<file path="config.mk">
export PLATFORM = sky130hd
export DESIGN_NAME = vma_div
export DESIGN_NICKNAME = d
export VERILOG_FILES = /design/src/design/vma_pkg.sv /design/src/design/vma_div.sv
export SDC_FILE = /design/constraint.sdc
export NUM_CORES = 1
export LEC_CHECK = 0
export BUFFER_PORTS_ARGS = -buffer_cell sky130_fd_sc_hd__buf_2
export CORE_ASPECT_RATIO = 0.9
export CORE_UTILIZATION = 40
export DETAILED_ROUTE_END_ITERATION = 8
export PLACE_DENSITY = 0.62
export SLEW_MARGIN = 20
export SYNTH_ARGS = -nofsm -noshare
export SYNTH_HDL_FRONTEND = slang
export SYNTH_SLANG_ARGS = --single-unit
</file>
<file path="constraint.sdc">
create_clock -name aclk -period 2.51 [get_ports aclk]
set_input_delay 0.502 -clock aclk [delete_from_list [all_inputs] [get_ports aclk]]
set_output_delay 0.502 -clock aclk [all_outputs]
set_load 0.05 [all_outputs]
</file>
<file path="src/design/vma_pkg.sv">
// ----------------------------------------------------------------------------
// Vector mean accumulator package
// Shared widths, limits, action codes and sequencer states.
// ----------------------------------------------------------------------------
package vma_pkg;

    localparam int unsigned DEPTH       = 4096;
    localparam int unsigned COUNT_WIDTH = 16;

    localparam int unsigned ADDR_W    = (DEPTH > 1) ? $clog2(DEPTH) : 1;
    localparam int unsigned IDX_W     = 12;
    localparam int unsigned VAL_W     = 32;
    localparam int unsigned ACC_W     = 40;
    localparam int unsigned OCNT_W    = 16;
    localparam int unsigned DIV_CNT_W = $clog2(ACC_W);

    localparam int unsigned S_TDATA_W = 48;
    localparam int unsigned M_TDATA_W = 56;

    localparam logic [COUNT_WIDTH-1:0] COUNT_MAX = {COUNT_WIDTH{1'b1}};

    localparam logic [ACC_W-1:0] ACC_MAX = {1'b0, {(ACC_W-1){1'b1}}};
    localparam logic [ACC_W-1:0] ACC_MIN = {1'b1, {(ACC_W-1){1'b0}}};
    localparam logic [VAL_W-1:0] Q_MAX   = {1'b0, {(VAL_W-1){1'b1}}};
    localparam logic [VAL_W-1:0] Q_MIN   = {1'b1, {(VAL_W-1){1'b0}}};

    typedef enum logic [1:0] {
        ACT_START   = 2'd0,
        ACT_SET     = 2'd1,
        ACT_CONTRIB = 2'd2,
        ACT_REDUCE  = 2'd3
    } action_t;

    typedef enum logic [2:0] {
        S_IDLE,
        S_MOD,
        S_DIV,
        S_DONE
    } state_t;

endpackage

</file>
<file path="src/design/vma_div.sv">
// ----------------------------------------------------------------------------
// Vector mean accumulator divider
// Restoring unsigned divider, one quotient bit per cycle.
// ----------------------------------------------------------------------------
module vma_div (
    input  logic                                aclk,
    input  logic                                aresetn,
    input  logic                                start,
    input  logic [vma_pkg::ACC_W-1:0]           dividend_mag,
    input  logic [vma_pkg::COUNT_WIDTH-1:0]     divisor,
    output logic                                done,
    output logic [vma_pkg::ACC_W-1:0]           quotient_mag
);

    localparam int unsigned CW = vma_pkg::COUNT_WIDTH;
    localparam int unsigned AW = vma_pkg::ACC_W;

    logic                           busy_reg, busy_next;
    logic                           done_reg, done_next;
    logic [vma_pkg::DIV_CNT_W-1:0]  cnt_reg, cnt_next;
    logic [CW-1:0]                  rem_reg, rem_next;
    logic [AW-1:0]                  quo_reg, quo_next;
    logic [CW:0]                    trial;
    logic                           fits;

    // Quotient bits shift in below the dividend bits as they shift out
    always_comb begin
        trial     = {rem_reg, quo_reg[AW-1]};
        fits      = (trial >= {1'b0, divisor});
        busy_next = busy_reg;
        done_next = 1'b0;
        cnt_next  = cnt_reg;
        rem_next  = rem_reg;
        quo_next  = quo_reg;
        if (start) begin
            busy_next = 1'b1;
            cnt_next  = '0;
            rem_next  = '0;
            quo_next  = dividend_mag;
        end else if (busy_reg) begin
            rem_next = fits ? CW'(trial - {1'b0, divisor}) : CW'(trial);
            quo_next = {quo_reg[AW-2:0], fits};
            cnt_next = cnt_reg + 1'b1;
            if (cnt_reg == vma_pkg::DIV_CNT_W'(AW - 1)) begin
                busy_next = 1'b0;
                done_next = 1'b1;
            end
        end
    end

    always_ff @(posedge aclk) begin
        if (!aresetn) begin
            busy_reg <= 1'b0;
            done_reg <= 1'b0;
            cnt_reg  <= '0;
        end else begin
            busy_reg <= busy_next;
            done_reg <= done_next;
            cnt_reg  <= cnt_next;
        end
    end

    always_ff @(posedge aclk) begin
        rem_reg <= rem_next;
        quo_reg <= quo_next;
    end

    assign done         = done_reg;
    assign quotient_mag = quo_reg;

endmodule

</file>
* Yosys cells after proc, flatten, opt, wreduce, memory -nomap -nowiden *
Cells that the tools add are included.

operators by class
  add/sub/neg operators = 2
  $lt $le $gt $ge = 1
  bitwise operators = 2
  multiplexer cells = 7
  reductions and logical operators = 3
  eq/ne operators = 1

operator list
  cell                                                            count
  40-bit 2-to-1 mux                                               2
  17-bit by 16-bit greater-or-equal comparator with 1-bit output  1
  16-bit 2-to-1 mux                                               1
  16-bit subtractor                                               1
  6-bit by 1-bit adder with 6-bit output (second input constant)  1
  6-bit == test (second input constant)                           1
  1-bit 2-to-1 mux                                                4
  3-bit OR reduction                                              1
  1-bit NOT                                                       2
  2-bit nonzero test                                              1
  2-bit OR reduction                                              1

storage, ports and cells
  input port bits = 59
  register bits after elaboration = 64
  word-level logic and storage cells = 21
  output and inout port bits = 41

* Longest topological paths before layout *
  depth in word-level cells = 4
  mapped depth = 11

* Worst setup path after synthesis *
Ideal clock, no wire load.

  path type = flip-flop to flip-flop
  start point = register quo_reg[39] (netlist: quotient_mag[39])
  end point = register rem_reg[0]
  stages on the path, launching flop included = 11
  required time = 2,431 ps
  setup time = 79 ps
  data arrival time = 2,345 ps
  period minus slack after synthesis = 2,425 ps
  path slack = 85 ps
  path buffers = 1
  cell sequence = edfxtp_1 inv_1 ha_1 nand2b_1 a21oi_2 nand2b_1 a211o_1 o21ai_2 buf_6 mux2_4 a211oi_2

between the ends
  word-level cells in the longest chain between the ends = 2
  elaborated cells between the ends (all ways) = 3

ends and longest elaborated chain
  item                                                                                                        line                          text
  start: declaration                                                                                          vma_div.sv:22                 logic [AW-1:0] quo_reg, quo_next;
  start signal: assignment                                                                                    vma_div.sv:65                 quo_reg <= quo_next;
  16-bit subtractor / 17-bit by 16-bit greater-or-equal comparator with 1-bit output (equally long branches)  vma_div.sv:41, vma_div.sv:29
  16-bit 2-to-1 mux *                                                                                         vma_div.sv:41                 rem_next = fits ? CW'(trial - {1'b0, divisor}) : CW'(trial);
  end signal: assignment                                                                                      vma_div.sv:64                 rem_reg <= rem_next;
  end: declaration                                                                                            vma_div.sv:21                 logic [CW-1:0] rem_reg, rem_next;

Every way passes the cells marked *; elsewhere a longest branch is shown, timed or not.
A chain may end at the register's enable or synchronous reset.

* Worst setup path after layout *
  start point = register quo_reg[39] (netlist: quotient_mag[39])
  end point = register rem_reg[14]

The elaborated chain is that of the path after synthesis.

==> flow_summary.json <==
{
  "core_area_mm2": 0.00869,
  "final_common_cell": "buf_2",
  "arrival_ns": 2.55,
  "ys_seq_elements": 64,
  "drtIter0Drc": 127,
  "ys_warn_count": 0,
  "leakage_uw": 0.00207,
  "numCtsBuffers": 9,
  "yosysSeqAreaShare_pct": 46.4,
  "post_drt_wl_per_cell_um": 14.0,
  "max_slew_margin_pct": 66.2,
  "outcome": "finished clean",
  "die_area_mm2": 0.00945,
  "slowest_delay_ns": 0.38,
  "antenna_left": 0,
  "cts.sinks": 64,
  "overflow": 0,
  "critPathKind": "reg -> reg",
  "crit_chain": "inv_1 -> ha_1 -> fa_1 -> nand2b_1 -> a21oi_1 -> nor2_1 -> o21ai_1 -> o22a_1 -> xnor2_1 -> o41ai_1",
  "ir_worst_vdd_v": 0.000352,
  "drc": 0,
  "path_max_fanout": 2,
  "total_power_uw": 3060,
  "port_buffers": 99,
  "setup_viol": 0,
  "drive_above_1_share_pct": 42.1,
  "clkTransAtPathRegs_ns": 0.08,
  "grt_pass1_wl_um": 12800,
  "cp-end-kind": "register",
  "slew_violations": 0,
  "nets": 526,
  "rsz0062_at_grt": "no",
  "root_buffer": "clkbuf_8",
  "synth_cell_types": 45,
  "dp.cells": 557,
  "syn_to_final_growth_pct": 27.7,
  "dp.final_hpwl_um": 5930,
  "slowest_stage": "fa_1",
  "grt_max_degree": 41,
  "cts_setup_buffers": 0,
  "fin_cells": 573,
  "clockBufferDepth": 2,
  "die_h_um": 92.3,
  "vias": 2854,
  "netlist.area_leader.share_pct": 33.1,
  "yosysTopAreaCell": "edfxtp_1",
  "synthTopCellsByArea": "edfxtp_1 33%, dfxtp_1 13%, mux2_2 12%",
  "largest_reg_flops": 40,
  "gp_congestion": 0.809,
  "rows": 32,
  "die_x_um": 102,
  "cts_tree": "yes",
  "syn_avg_cell_area_um2": 11.1,
  "grtUsageTotal_pct": 17.7,
  "hold_viol": 0,
  "maxCapViolations": 0,
  "nFillCells": 817,
  "dr.pass1.iters": 4,
  "synth_cells": 328,
  "routed_wl_um": 8040,
  "crit_path_start_kind": "register",
  "min_path_type": "in -> reg",
  "n_antenna_cell": 0,
  "start_util_pct": 41.7,
  "worst_clock_skew_ns": 0.00933,
  "worstPathRequired_ns": 2.74,
  "synth_fp_nets": 405,
  "antenna_found_initial": 0,
  "synth_area_mm2": 0.00363,
  "first_global_vias": 2766,
  "final_cell_mix": "99 x buf_2, 40 x edfxtp_1, 39 x mux2_2",
  "power_density_mw_per_mm2": 661,
  "ctsResizeCount": 0,
  "boundaryPins": 100,
  "via_per_inst": 4.98,
  "h-tree-depth": 3,
  "min_period_ns": 2.32,
  "clock_latency_ns": 0.33,
  "postCtsHoldBufs": 0,
  "fmax_ghz": 0.432,
  "tightest_slew_ns": 0.508,
  "post-route-period-util_pct": 92.3
}
-- logic make-up (layout without fill, tap and decap cells) --
group / Yosys count / in the layout / synth area share, %
simple gates: 73 / 73 / 9.69
compound gates: 65 / 65 / 12.6
flops: 64 / 64 / 46.4
mux: 53 / 53 / 16.1
buf+inv: 37 / 163 / 4.52
fa+ha+maj: 18 / 18 / 6.42
xor+xnor: 18 / 18 / 4.35
-- report_power, final --
group	total (uW)	switching [uW]	internal (uW)
clock	918	429	489
combinational	863	534	329
sequential	1280	53.9	1230
total	3060	1020	2050
-- per-layer routing --
metal  up-vias  routed length [um]  track usage, %
li1       1440                   -               -
met1      1342                3920            23.6
met2        55                3670            27.6
met3        17                 271            4.23
met4         0                 179            6.67
met5         -                   0               0
-- per-stage QoR --
step	cell area (um^2)	TNS (ns)	util [%]	worst slack, ns	hold WS [ns]
6_report	4630	0	53.3	0.194	0.395
5_1_grt	4630	0	53.3	0.0180	0.378
4_1_cts	4630	0	53.3	0.175	0.381
3_5_place_dp	4430	-0.335	51.0	-0.0643	0.476
3_3_place_gp	4430	0	51.0	0.00877	0.470
2_1_floorplan	3630	0	-	0.0853	0.443
-- synth_stat cells, drive strengths merged --
library cell	number
a211o	2
a211oi	16
a21o	2
a21oi	17
buf	6
clkbuf	10
dfxtp	24
edfxtp	40
fa	1
ha	17
inv	21
mux2	40
mux2i	13
nand2	15
nand2b	6
nand3	2
nand4	6
nand4b	2
nor2	32
nor2b	2
nor3	2
nor3b	2
nor4bb	1
o211ai	4
o21a	1
o21ai	15
o21bai	1
o221ai	1
o22a	1
o22ai	1
o31ai	1
o41ai	3
or2	1
or3	2
xnor2	9
xor2	9
-- critical path: cells and delay by family, from the launching register on --
kind | cells | cell delay, ns
AND/OR/NAND/NOR | 2 | 0.28
AO/OA/AOI/OAI | 4 | 0.88
adder cells (fa/ha/maj) | 2 | 0.58
flip-flops | 1 | 0.34
XOR/XNOR | 1 | 0.07
buffers and inverters | 1 | 0.07
-- worst paths after layout --
| path | startpoint | end | slack (ns) | cells past startpoint |
|---|---|---|---|---|
| setup / recovery | quotient_mag[39]$_DFFE_PP_ | rem_reg[14]$_SDFFE_PP0P_ | 0.19 | 10 |
| hold / removal | aresetn | busy_reg$_SDFF_PN0_ | 0.39 | 2 |
| setup reg to reg | quotient_mag[39]$_DFFE_PP_ | rem_reg[14]$_SDFFE_PP0P_ | 0.19 | 10 |
| hold reg to reg | cnt_reg[5]$_SDFFE_PP0P_ | done$_SDFF_PP0_ | 0.48 | 2 |
-- area by class of cell --
class                           instances  area [um^2]  area share [%]
Clock buffer                           10          138            2.97
Clock inverter                          6         68.8            1.49
Inverter                               21         78.8            1.70
Multi-Input combinational cell        227         1780            38.5
Sequential cell                        64         1680            36.3
Tap cell                              119          149            3.21
Timing Repair Buffer                  126          736            15.9
No activity file was read; power rests on OpenSTA's default activity.
